<file path="config.mk">
export PLATFORM = sky130hd
export DESIGN_NAME = c8x_regs
export DESIGN_NICKNAME = d
export VERILOG_FILES = /design/src/sv/c8x_pkg.sv /design/src/sv/c8x_regs.sv
export SDC_FILE = /design/constraint.sdc
export NUM_CORES = 1
export LEC_CHECK = 0
export BUFFER_PORTS_ARGS = -buffer_cell sky130_fd_sc_hd__buf_2
export CELL_PAD_IN_SITES_DETAIL_PLACEMENT = 1
export CELL_PAD_IN_SITES_GLOBAL_PLACEMENT = 1
export CORE_UTILIZATION = 40
export DETAILED_ROUTE_END_ITERATION = 10
export GPL_ROUTABILITY_DRIVEN = 0
export HOLD_SLACK_MARGIN = 0.06
export PLACE_DENSITY = 0.71
export SLEW_MARGIN = 20
export SYNTH_ARGS = -nofsm -noshare
export SYNTH_HDL_FRONTEND = slang
export SYNTH_SLANG_ARGS = --single-unit
</file>
<file path="constraint.sdc">
create_clock -name clk_i -period 3.4 [get_ports clk_i]
set_input_delay 1.02 -clock clk_i [delete_from_list [all_inputs] [get_ports clk_i]]
set_output_delay 1.02 -clock clk_i [all_outputs]
set_load 0.005 [all_outputs]
</file>
<file path="src/sv/c8x_pkg.sv">
`default_nettype none
package c8x_pkg;

  localparam int unsigned MemDepthDef   = 4096;
  localparam int unsigned StackDepthDef = 16;
  localparam int unsigned RandDepthDef  = 128;

  localparam logic [11:0] AddrMask  = 12'hFFF;
  localparam logic [11:0] PcReset   = 12'd512;

  localparam int unsigned NumRegs = 16;
  localparam logic [3:0]  RegFlag = 4'd15;

  typedef enum logic [4:0] {
    FN_JP      = 5'd0,
    FN_JP_V0   = 5'd1,
    FN_CALL    = 5'd2,
    FN_SE_IMM  = 5'd3,
    FN_SE_REG  = 5'd4,
    FN_SNE_IMM = 5'd5,
    FN_SNE_REG = 5'd6,
    FN_LD_IMM  = 5'd7,
    FN_LD_REG  = 5'd8,
    FN_LD_I    = 5'd9,
    FN_LD_DT_R = 5'd10,
    FN_SET_DT  = 5'd11,
    FN_SET_ST  = 5'd12,
    FN_ADD_IMM = 5'd13,
    FN_ADD_REG = 5'd14,
    FN_ADD_I   = 5'd15,
    FN_SUB     = 5'd16,
    FN_SUBN    = 5'd17,
    FN_OR      = 5'd18,
    FN_AND     = 5'd19,
    FN_XOR     = 5'd20,
    FN_SHR     = 5'd21,
    FN_SHL     = 5'd22,
    FN_BCD     = 5'd23,
    FN_STORE   = 5'd24,
    FN_LOAD    = 5'd25,
    FN_RAND    = 5'd26,
    FN_SKP     = 5'd27,
    FN_SKNP    = 5'd28,
    FN_MEM_LD  = 5'd29
  } func_e;

  typedef enum logic [1:0] {
    ST_OK       = 2'd0,
    ST_OVERFLOW = 2'd1,
    ST_UNSUPP   = 2'd2
  } status_e;

  // Sequencer to memory unit: one byte access per cycle
  typedef struct packed {
    logic        wr_en;
    logic        rd_en;
    logic [15:0] addr;
    logic [7:0]  wdata;
  } mem_req_t;

  // Random byte table: 64 listed bytes, the rest zero
  function automatic logic [7:0] rand_byte(input logic [7:0] idx);
    logic [7:0] r;
    r = 8'd0;
    unique case (idx[5:0])
      6'd0: r = 8'd42;   6'd1: r = 8'd198;  6'd2: r = 8'd124;  6'd3: r = 8'd0;
      6'd4: r = 8'd255;  6'd5: r = 8'd17;   6'd6: r = 8'd233;  6'd7: r = 8'd89;
      6'd8: r = 8'd200;  6'd9: r = 8'd66;   6'd10: r = 8'd70;  6'd11: r = 8'd88;
      6'd12: r = 8'd152; 6'd13: r = 8'd221; 6'd14: r = 8'd31;  6'd15: r = 8'd145;
      6'd16: r = 8'd99;  6'd17: r = 8'd177; 6'd18: r = 8'd234; 6'd19: r = 8'd12;
      6'd20: r = 8'd111; 6'd21: r = 8'd78;  6'd22: r = 8'd245; 6'd23: r = 8'd167;
      6'd24: r = 8'd59;  6'd25: r = 8'd23;  6'd26: r = 8'd29;  6'd27: r = 8'd91;
      6'd28: r = 8'd210; 6'd29: r = 8'd142; 6'd30: r = 8'd47;  6'd31: r = 8'd5;
      6'd32: r = 8'd75;  6'd33: r = 8'd138; 6'd34: r = 8'd180; 6'd35: r = 8'd36;
      6'd36: r = 8'd219; 6'd37: r = 8'd102; 6'd38: r = 8'd189; 6'd39: r = 8'd115;
      6'd40: r = 8'd28;  6'd41: r = 8'd162; 6'd42: r = 8'd250; 6'd43: r = 8'd200;
      6'd44: r = 8'd83;  6'd45: r = 8'd155; 6'd46: r = 8'd63;  6'd47: r = 8'd229;
      6'd48: r = 8'd131; 6'd49: r = 8'd44;  6'd50: r = 8'd16;  6'd51: r = 8'd173;
      6'd52: r = 8'd96;  6'd53: r = 8'd241; 6'd54: r = 8'd19;  6'd55: r = 8'd137;
      6'd56: r = 8'd72;  6'd57: r = 8'd150; 6'd58: r = 8'd254; 6'd59: r = 8'd107;
      6'd60: r = 8'd33;  6'd61: r = 8'd184; 6'd62: r = 8'd121; 6'd63: r = 8'd205;
      default: r = 8'd0;
    endcase
    if (idx[7:6] != 2'd0) r = 8'd0;
    return r;
  endfunction

  // Binary to BCD for one byte: shift-and-add, eight narrow steps
  function automatic logic [11:0] to_bcd(input logic [7:0] v);
    logic [11:0] b;
    b = 12'd0;
    for (int i = 7; i >= 0; i--) begin
      if (b[3:0] >= 4'd5) b[3:0] = b[3:0] + 4'd3;
      if (b[7:4] >= 4'd5) b[7:4] = b[7:4] + 4'd3;
      b = {b[10:0], v[i]};
    end
    return b;
  endfunction

endpackage
`default_nettype wire

</file>
<file path="src/sv/c8x_regs.sv">
`default_nettype none
module c8x_regs (
  input  wire logic       clk_i,
  input  wire logic       rst_ni,
  input  wire logic [3:0] raddr_a_i,
  input  wire logic [3:0] raddr_b_i,
  output logic [7:0]      rdata_a_o,
  output logic [7:0]      rdata_b_o,
  input  wire logic       we_i,
  input  wire logic [3:0] waddr_i,
  input  wire logic [7:0] wdata_i
);
  import c8x_pkg::*;

  logic [7:0] rf_q [NumRegs];

  // Two read ports, one write port; reset clears all registers
  assign rdata_a_o = rf_q[raddr_a_i];
  assign rdata_b_o = rf_q[raddr_b_i];

  always_ff @(posedge clk_i or negedge rst_ni) begin
    if (!rst_ni) begin
      for (int i = 0; i < NumRegs; i++) rf_q[i] <= 8'd0;
    end else if (we_i) begin
      rf_q[waddr_i] <= wdata_i;
    end
  end

endmodule
`default_nettype wire

</file>
# Word-level counts from Yosys, hierarchy flattened
# Index checks and enable logic that the tools add are counted.
# totals
out_inout_bits	16
regBits	128
latch_bits	0
inputBits	23
ramBits	0
mem_count	0
rom_bits	0
# classes
shifts	0
div	0
n_addsub	0
eq_ne	0
muxes	9
magnitude_cmp	4
reduce_logical	1
bitwise_logic	3
multipliers	0
# ops
operator	count
$bwmux 128	1
$bmux 8 s4	2
$mux 8	5
$demux 8 s4	1
$ge 5x5->1 const B	3
$not 4->5	3
$lt 5x1->1 const B	1
$logic_and 1x1->1	1

# Longest topological paths before layout
# Gate-level depths: netlist of the first run.
# logic_depth
word_depth	6
mapped_depth	5

# Least setup slack after synthesis of the first run
# No wires, ideal clock.
# synth_path
path_kind	input port to output port
startpoint	in raddr_a_i[0]
endpoint	out rdata_a_o[6]
path_stages	5
n_path_buf	2
arrival_time_ns	2.196
setup_slack_ns	0.184
cell_sequence	buf_2 buf_2 mux4_2 a22oi_1 nand2_1
# synth_between
elab_chain_len	4
# synth_lines
item	line	source
start: declaration	c8x_regs.sv:5	input wire logic [3:0] raddr_a_i,
$not 4->5 (implied by the code)	c8x_regs.sv:18	assign rdata_a_o = rf_q[raddr_a_i];
$bmux 8 s4	c8x_regs.sv:18	
$mux 8 (implied by the code) (2 in series)	c8x_regs.sv:18	
end: declaration	c8x_regs.sv:7	output logic [7:0] rdata_a_o,
# Every way passes these cells. The select of a mux whose other input is x is not followed.

# Final worst setup path of the first run
# layout_path
startpoint	in raddr_a_i[0]
endpoint	out rdata_a_o[5]
# Same word-level chain as after synthesis.

==> results of run 1 <==
==> layout make-up <==
cell class                      instances  area, µm²
Fill cell                            1573       8420
Multi-Input combinational cell        272       3480
Sequential cell                       128       3200
Timing Repair Buffer                   58        528
Clock buffer                           23        488
Tap cell                              220        275
Clock inverter                          9        130
==> placed cells by master (no fill, tap or decap) <==
cell type,synthesis,layout
clkinvlp_4,0,4
buf_6,0,2
and2_1,2,2
bufinv_16,0,3
mux4_2,64,64
nand3b_1,4,4
nor2_2,9,11
dfrtp_1,128,128
buf_12,0,10
clkbuf_1,14,2
and3_1,1,1
nand2b_1,2,2
nand2_1,18,18
mux2_2,104,104
or3_1,3,3
nor3b_2,1,1
clkbuf_16,0,17
nor2_1,3,1
buf_4,4,8
clkinv_2,0,2
buf_2,10,35
nor2b_2,0,4
a22oi_2,0,16
mux2_1,24,24
buf_8,0,1
nand3_1,1,1
a22oi_1,32,16
clkbuf_8,0,4
buf_16,0,2
==> stage by stage <==
stage	hold slack (ns)	cell area, µm²	power (mW)	setup WS (ns)	cells
2_1_floorplan	0.477	6740	2.85	0.184	434
3_3_place_gp	0.487	7300	3.15	-0.0565	675
3_5_place_dp	0.507	7300	3.25	-0.0695	675
4_1_cts	0.521	8070	5.22	0.00651	710
5_1_grt	0.537	8100	5.42	-0.0220	710
6_report	0.519	8100	5.20	0.0461	710
==> path summary, 6_finish.rpt <==
kind / to / slack (ns) / cells after the start
setup / recovery: rdata_a_o[5] / 0.05 / 6
hold / removal: rf_q[26] / 0.52 / 1
setup reg to reg: rf_q[57] / 2.51 / 1
hold reg to reg: rf_q[26] / 0.52 / 1
max in group asynchronous: rf_q[4] / 2.05 / 2
min in group asynchronous: rf_q[113] / 0.54 / 1
==> synth_stat cells <==
cell type    n
dfrtp_1    128
nand2b_1     2
nand2_1     18
nor2_2       9
nor2_1       3
nor3b_2      1
nor2b_1      4
and3_1       1
nand3_1      1
or3_1        3
mux2_1      24
a22oi_1     32
buf_1        6
clkbuf_1    14
buf_2       10
mux4_2      64
mux2_2     104
nand3b_1     4
and2_1       2
buf_4        4
==> per-layer routing <==
metal / wire length, µm / vias to the layer above / GRT usage [%]
met4: 565 / 0 / 8.98
met1: 7860 / 2354 / 29.9
met5: 0 / - / 0
met2: 9440 / 134 / 38.3
li1: - / 1779 / -
met3: 1010 / 41 / 6.65
==> what timing repair did <==
item	in CTS	in global routing
resized for setup	20	10
pin swaps	1	2
hold buffers	0	0
cloned	2	0
setup buffers	1	0
endpoints found under the setup margin	13	11
hold endpoints to repair	0	0
==> worst max-delay path, delay by kind of cell <==
kind,cells,cell delay (ns)
mux,1,0.53
buf+inv,3,0.42
compound gates,1,0.22
simple gates,1,0.13
==> cells by family after synthesis <==
kind of cell           count (synthesis)  synth area share, %
buffers and inverters                 34                 2.30
DFF                                  128                 47.5
muxes                                192                 42.8
AOI/OAI and AO/OA                     32                 3.56
and+or+nand+nor                       48                 3.82
==> where the power goes <==
part / switching [mW] / leakage [nW] / internal, mW / total (mW)
clock network: 0.683 / 0.291 / 1.23 / 1.91
logic: 0.429 / 1.49 / 0.694 / 1.12
registers: 0.283 / 1.57 / 1.88 / 2.17
==> results.md, run 1 <==
- Cells after Synth: 434
- Clk slew on worst S/H paths: 0.05 ns
- Fin. max-slew vios: 0
- Layout cell share with drive strength beyond 1: 58.8%
- Clock root buffer: clkbuf_16
- Synth Warn #: 0
- CP startpoint kind: input pin
- Worst Path Arrival: 2.33 ns
- Area contributors post-synth: dfrtp_1, mux4_2, mux2_2
- Slew margin rel.: 54.1%
- Final Cycle Share: 98.6%
- HP Class: reg -> reg
- Largest net degree at the start of global routing: 67
- Die width: 132 µm
- Most flops, register: rf_q
- Longest Clk Path Bufs: 2
- Hold_sp: rf_q[26]
- First DRT Iteration DRCs: 235
- Cts bufs inserted: 17
- Top Registers: rf_q (128)
- MaxCap Viol Count: 0
- Rows: 47
- Post-detailed-route wirelength per cell: 26.6 µm
- Post-Synthesis Cell Area: 0.00674 mm²
- Final setup viols: 0
- Clk Latency, worst-skew pair: 0.43 ns
- Antenna Cells: 0
- Via Count: 4308
- Drt pass-1 iters: 7
- Post-Syn Area per Cell: 15.5 µm²
- Leakage: 3.35 nW
- Crit path largest cell delay: 0.53 ns
- Vias per cell: 6.07
- Nets: 500
- Critical path origin: raddr_a_i[0]
- Post-synth top area share: 47.5%
- DP Wirelength: 12200 µm
- CTS H-Tree Depth: 4
- Worst Setup End Kind: output pin
- Initial antenna violation count: 0
- I/O pin total: 39
- Slowest stage cell on the critical path: mux4_2
- Tmin final: 3.35 ns
- Status: finished with violations
- Routed Antenna Nets: 0
- Failing checks: design-rule violations
- Grt ovf: 0
- Critical path peak fanout: 12
- Core area: 0.0165 mm²
- Die footprint: 0.0174 mm²
- DRC: 4
- WP data required: 2.38 ns
- Kind of critical path: in -> out
- Clk sinks: 128
- Reg2reg start: rf_q[57]
- Slew @ Worst Pin: 0.687 ns
- Post-Syn Nets: 457
- # port buffers: 38
- Die height: 132 µm
- Peak supply drop: 0.411 mV
- Achievable Freq: 298 MHz
- Pwr Density: 642 mW/mm²
- Max reg flops: 128
- Post-Route Utilization: 49.0%
- RSZ-0062 raised after global routing: true
- Cell Chain, Critical Path: buf_8 -> buf_12 -> mux4_2 -> a22oi_2 -> nand2_1 -> buf_2
- Setup TNS Final: 0 ns
- Dominant cell type by area after synthesis: dfrtp_1
- Register area share after synthesis: 47.5%
- Layout area overhead: 20.2%
- First-pass GRT wire length: 29600 µm
- #FFs+latches synth: 128
- Tot GR Track Use: 23.5%
- CTS tree: done
- Final Hold Vio Count: 0
- Worst Skew: 0 ns
- Vias in the first global route: 4915
- Initial core utilization: 40.8%
- Total wire length: 18900 µm
- Synth unique cells: 20
(Power assumes the default switching activity.)
==> run 2, diff against run 1 <==
--- a/config.mk
+++ b/config.mk
@@ -5,10 +5,12 @@
 export SDC_FILE = /design/constraint.sdc
 export NUM_CORES = 1
 export LEC_CHECK = 0
+export ABC_CLOCK_PERIOD_IN_PS = 3400
 export BUFFER_PORTS_ARGS = -buffer_cell sky130_fd_sc_hd__buf_2
 export CELL_PAD_IN_SITES_DETAIL_PLACEMENT = 1
 export CELL_PAD_IN_SITES_GLOBAL_PLACEMENT = 1
 export CORE_UTILIZATION = 40
+export CTS_BUF_LIST = sky130_fd_sc_hd__clkbuf_2
 export DETAILED_ROUTE_END_ITERATION = 10
 export GPL_ROUTABILITY_DRIVEN = 0
 export HOLD_SLACK_MARGIN = 0.06
==> constraint.sdc (replaced) <==
create_clock -name clk_i -period 3.4 [get_ports clk_i]
set_input_delay 1.02 -clock clk_i [delete_from_list [all_inputs] [get_ports clk_i]]
set_output_delay 1.02 -clock clk_i [all_outputs]
set_load 0.02 [all_outputs]
==> run 2 against run 1 <==
Effect of this change: the run now ends clean; critical path depth up 1; largest cell class unchanged; first-iteration DRC count down 13%; hold slack worse by 0.28 ns; power down 16%; clock skew unchanged; register-to-register slack better by 0.04 ns; maximum frequency down 0.52%; cell count unchanged; sequential share of layout area up 1.6 points; non-clock buffer count up 1.
==> results.md, run 2 (synthesized netlist as in run 1, its figures left out) <==
- Dpl cells: 676
- Max reg flops: 128
- First-pass GRT wire length: 29000 µm
- Initial core utilization: 40.8%
- Commonest non-fill, non-tap cells in the layout: dfrtp_1, mux2_2, mux4_2
- Post-Route Utilization: 47.1%
- Most common cell after layout, fill and taps aside: dfrtp_1
- Peak supply drop: 0.349 mV
- Cts bufs inserted: 17
- Final setup viols: 0
- DP Area: 0.00731 mm²
- Cts hold-fix bufs: 0
- Die width: 132 µm
- Rows: 47
- Final Hold Vio Count: 0
- Dpl ws: -0.106 ns
- Pwr Density: 563 mW/mm²
- CTS tree: done
- Status: complete, no violations
- Clk sinks: 128
- FILL cells: 1646
- Top Registers: rf_q (128)
- HP Class: in -> async
- Kind of critical path: in -> out
- # port buffers: 38
- Grt ovf: 0
- Fin area: 0.00778 mm²
- Most flops, register: rf_q
- Layout area overhead: 15.4%
- Fin. max-slew vios: 0
- DRC: 0
- Multi-input logic area: 0.00347 mm²
- Layout cell share with drive strength beyond 1: 58.2%
- Post-detailed-route wirelength per cell: 25.8 µm
- WP data required: 2.38 ns
- Initial antenna violation count: 0
- RSZ-0062 raised after global routing: true
- DP Wirelength: 12300 µm
- I/O pin total: 39
- Leakage: 3.22 nW
- Worst Setup End Kind: output pin
- CTS H-Tree Depth: 4
- Core area: 0.0165 mm²
- First DRT Iteration DRCs: 205
- Overall power: 4.38 mW
- Nets: 501
- Via Count: 4298
- Largest net degree at the start of global routing: 45
- Achievable Freq: 297 MHz
- Clk slew on worst S/H paths: 0.19 ns
- Tmin final: 3.37 ns
- Total wire length: 18300 µm
- Final setup margin: 0.0285 ns
- Clock root buffer: clkbuf_2
- Slew @ Worst Pin: 0.690 ns
- MaxCap Viol Count: 0
- CP startpoint kind: input pin
- Layout Cells excl Fill: 710
- Slew margin rel.: 53.9%
- Final Cycle Share: 99.2%
- Routed Antenna Nets: 0
- Die height: 132 µm
- Vias per cell: 6.05
- Vias in the first global route: 4770
- Die footprint: 0.0174 mm²
- FF+latch area: 0.00320 mm²
- Tot GR Track Use: 22.8%
- Worst Skew: 0 ns
- Clk Latency, worst-skew pair: 0.69 ns
- Antenna Cells: 0
- Critical path peak fanout: 8
- Worst Path Arrival: 2.35 ns
- Drt pass-1 iters: 7
- Longest Clk Path Bufs: 2
-- run 2: cell count changes in the layout (fill, tap and decap cells not counted), moves of 2 or more --
cell / delta
clkinv_1: +4
clkbuf_1: -2
clkbuf_2: +17
buf_6: +2
clkbuf_8: -4
clkbuf_16: -17
buf_2: -2
-- run 2: critical path, stage by stage --
cell and delay (ns):
buf_12 0.12, buf_12 0.15, buf_12 0.12, mux4_2 0.48, a22oi_1 0.20, nand2_1 0.09
buf_2 0.17
-- run 2: path summary, 6_finish.rpt --
kind                       slack [ns]         start            to  cells past startpoint
setup reg to reg                 2.55      rf_q[57]      rf_q[57]                      1
hold reg to reg                  0.54      rf_q[89]      rf_q[89]                      1
hold / removal                   0.24        rst_ni      rf_q[81]                      1
setup / recovery                 0.03  raddr_a_i[0]  rdata_a_o[4]                      7
max in group asynchronous        2.38        rst_ni      rf_q[27]                      2
min in group clk_i               0.54      rf_q[89]      rf_q[89]                      1
-- run 2: what timing repair did --
action,4_1_cts,5_1_grt
resized for setup,26,9
gates cloned,3,0
pin swaps,0,3
endpoints found under the setup margin,15,7
setup buffers,0,0
-- run 2: routing by layer --
layer | vias up | global-route usage, % | wire (µm)
met4 | 0 | 7.49 | 414
met5 | - | 0 | 0
met1 | 2335 | 31.0 | 7860
met3 | 40 | 4.84 | 790
met2 | 143 | 36.6 | 9250
li1 | 1780 | - | -
-- run 2: area by class of cell --
class,count,area share [%]
clock buffer,17,1.09
clock inverter,14,2.22
multi-input combinational,272,44.6
sequential,128,41.2
tap,220,3.54
timing repair buffer,59,7.37
-- run 2: metrics by stage --
stage               setup TNS (ns)  hold slack [ns]
global route              -0.00218            0.205
finish                           0            0.240
floorplan                        0            0.477
detailed placement          -0.710            0.505
global placement            -0.778            0.487
CTS                              0            0.196
-- run 2: power breakdown --
group	switching, mW	internal [mW]	total (mW)
logic	0.482	0.704	1.19
clock network	0.579	0.464	1.04
registers	0.277	1.87	2.15
total	1.34	3.04	4.38
==> run 3, diff against run 2 <==
==> constraint.sdc (replaced) <==
create_clock -name clk_i -period 3.4 [get_ports clk_i]
set_input_delay 1.02 -clock clk_i [delete_from_list [all_inputs] [get_ports clk_i]]
set_output_delay 1.02 -clock clk_i [all_outputs]
set_load 0.1 [all_outputs]
==> run 3 against run 2 <==
Effect of this change: the flow now finishes with violations (negative setup slack); cell count rose by 2.5%; clock skew did not move; clock-buffer cell count did not move; register-to-register slack got worse by 0.03 ns; critical path type unchanged; critical endpoint is now rdata_b_o[4]; largest cell class unchanged; largest power group unchanged; highest routed layer unchanged.
==> results.md, run 3 (synthesized netlist as in run 1, its figures left out) <==
- CP endpoint: rdata_b_o[4]
- Via Count: 4345
- CTS tree: done
- Clk sinks: 128
- DP Wirelength: 12600 µm
- Dpl cells: 687
- Leakage: 3.42 nW
- Clk slew on worst S/H paths: 0.23 ns
- Vias in the first global route: 4931
- Total wire length: 19800 µm
- Largest net degree at the start of global routing: 73
- Initial antenna violation count: 0
- Rows: 47
- Final setup margin: -0.0247 ns
- Pwr Density: 600 mW/mm²
- Antenna Cells: 0
- R2R depth: 1
- Die height: 132 µm
- Max reg flops: 128
- Slew @ Worst Pin: 0.798 ns
- Achievable Freq: 292 MHz
- Final setup viols: 4
- CP startpoint kind: input pin
- CTS H-Tree Depth: 4
- Nets: 518
- Critical path origin: raddr_b_i[0]
- Fin. max-slew vios: 0
- Setup TNS Final: -0.0516 ns
- First-pass GRT wire length: 30900 µm
- Peak supply drop: 0.361 mV
- Worst Setup End Kind: output pin
- Layout Cells excl Fill: 728
- Die footprint: 0.0174 mm²
- Layout cell share with drive strength beyond 1: 65.6%
- Most flops, register: rf_q
- Final Hold Vio Count: 0
- Clock root buffer: clkbuf_2
- Top Registers: rf_q (128)
- Worst Path Arrival: 2.40 ns
- Tot GR Track Use: 24.9%
- HP Class: reg -> reg
- Clk Latency, worst-skew pair: 0.75 ns
- Layout area overhead: 24.6%
- Critical R2R Capture: rf_q[91]
- Die width: 132 µm
- Worst Skew: 0 ns
- Final Cycle Share: 101%
- Drt pass-1 iters: 4
- Post-detailed-route wirelength per cell: 27.2 µm
- First DRT Iteration DRCs: 232
- Hold Slack: 0.554 ns
- Commonest non-fill, non-tap cells in the layout: dfrtp_1, mux2_2, mux4_2
- Grt ovf: 0
- I/O pin total: 39
- RSZ-0062 raised after global routing: true
- Dpl ws: -0.291 ns
- Status: finished with violations
- Tmin final: 3.42 ns
- MaxCap Viol Count: 0
- Routed Antenna Nets: 0
- Vias per cell: 5.97
- Slew margin rel.: 46.6%
- Cts bufs inserted: 17
- # port buffers: 38
- Longest Clk Path Bufs: 2
- Kind of critical path: in -> out
- Overall power: 5.04 mW
- Most common cell after layout, fill and taps aside: dfrtp_1
- Reg2reg start: rf_q[91]
- Initial core utilization: 40.8%
- Critical path peak fanout: 5
- Core area: 0.0165 mm²
- Failing checks: negative setup slack
- WP data required: 2.38 ns
- Flop2flop setup slack: 2.52 ns
- DRC: 0
run 3: cell count changes in the layout (fill, tap and decap cells not counted), moves of 5 or more:
| cell | change |
|---|---|
| a22oi_1 | -17 |
| a22oi_2 | +17 |
| nand2_1 | -16 |
| nand2_4 | +16 |
| buf_2 | -14 |
| buf_12 | +13 |
| buf_4 | +9 |
| buf_8 | +5 |
| inv_6 | +5 |
run 3: timing repair:
action                     in CTS  in global routing
hold buffers                    0                  1
pin swaps                      15                 12
gates cloned                    2                  1
buffers inserted                4                  1
gates resized for setup        60                 16
setup endpoints to repair      16                 14
hold endpoints to repair        0                  9
run 3: layer usage:
metal  vias up  routed length, µm  global-route usage, %
met3        34                836                   6.15
li1       1820                  -                      -
met4         0                396                   7.43
met1      2367               8430                   33.2
met5         -                  0                      0
met2       124              10200                   40.5
run 3: area by class of cell:
type,instances,area [µm²]
clock inverter,15,206
tap,220,275
clock buffer,17,85.1
multi-input combinational,272,3660
fill,1567,8130
sequential,128,3200
timing repair buffer,76,963
run 3: power by group:
group,leakage (nW),switching (mW),internal (mW)
Combinational,1.69,0.859,0.868
Sequential,1.57,0.276,1.87
Clock,0.166,0.664,0.495
Total,3.42,1.80,3.24
run 3: how the worst min path moves through the flow:
stage | startpoint | end | cells past startpoint
after floorplan | rf_q[24] | rf_q[24] | 1
after global placement | rf_q[25] | rf_q[25] | 1
after detailed placement | rf_q[62] | rf_q[62] | 1
after CTS | rst_ni | rf_q[70] | 1
after global routing | rf_q[93] | rf_q[93] | 1
final | rf_q[31] | rf_q[31] | 1
run 3: through the flow:
step / area (µm²) / util, %
final: 8390 / 50.8
after global routing: 8390 / 50.8
after CTS: 8290 / 50.2
after detailed placement: 7680 / 46.5
after global placement: 7680 / 46.5
after floorplan: 6960 / -
run 3: critical path, cell delays in order:
cell and delay (ns):
buf_12 0.10, buf_12 0.13, buf_12 0.13, mux4_2 0.50, a22oi_2 0.27, nand2_4 0.07, buf_12 0.17
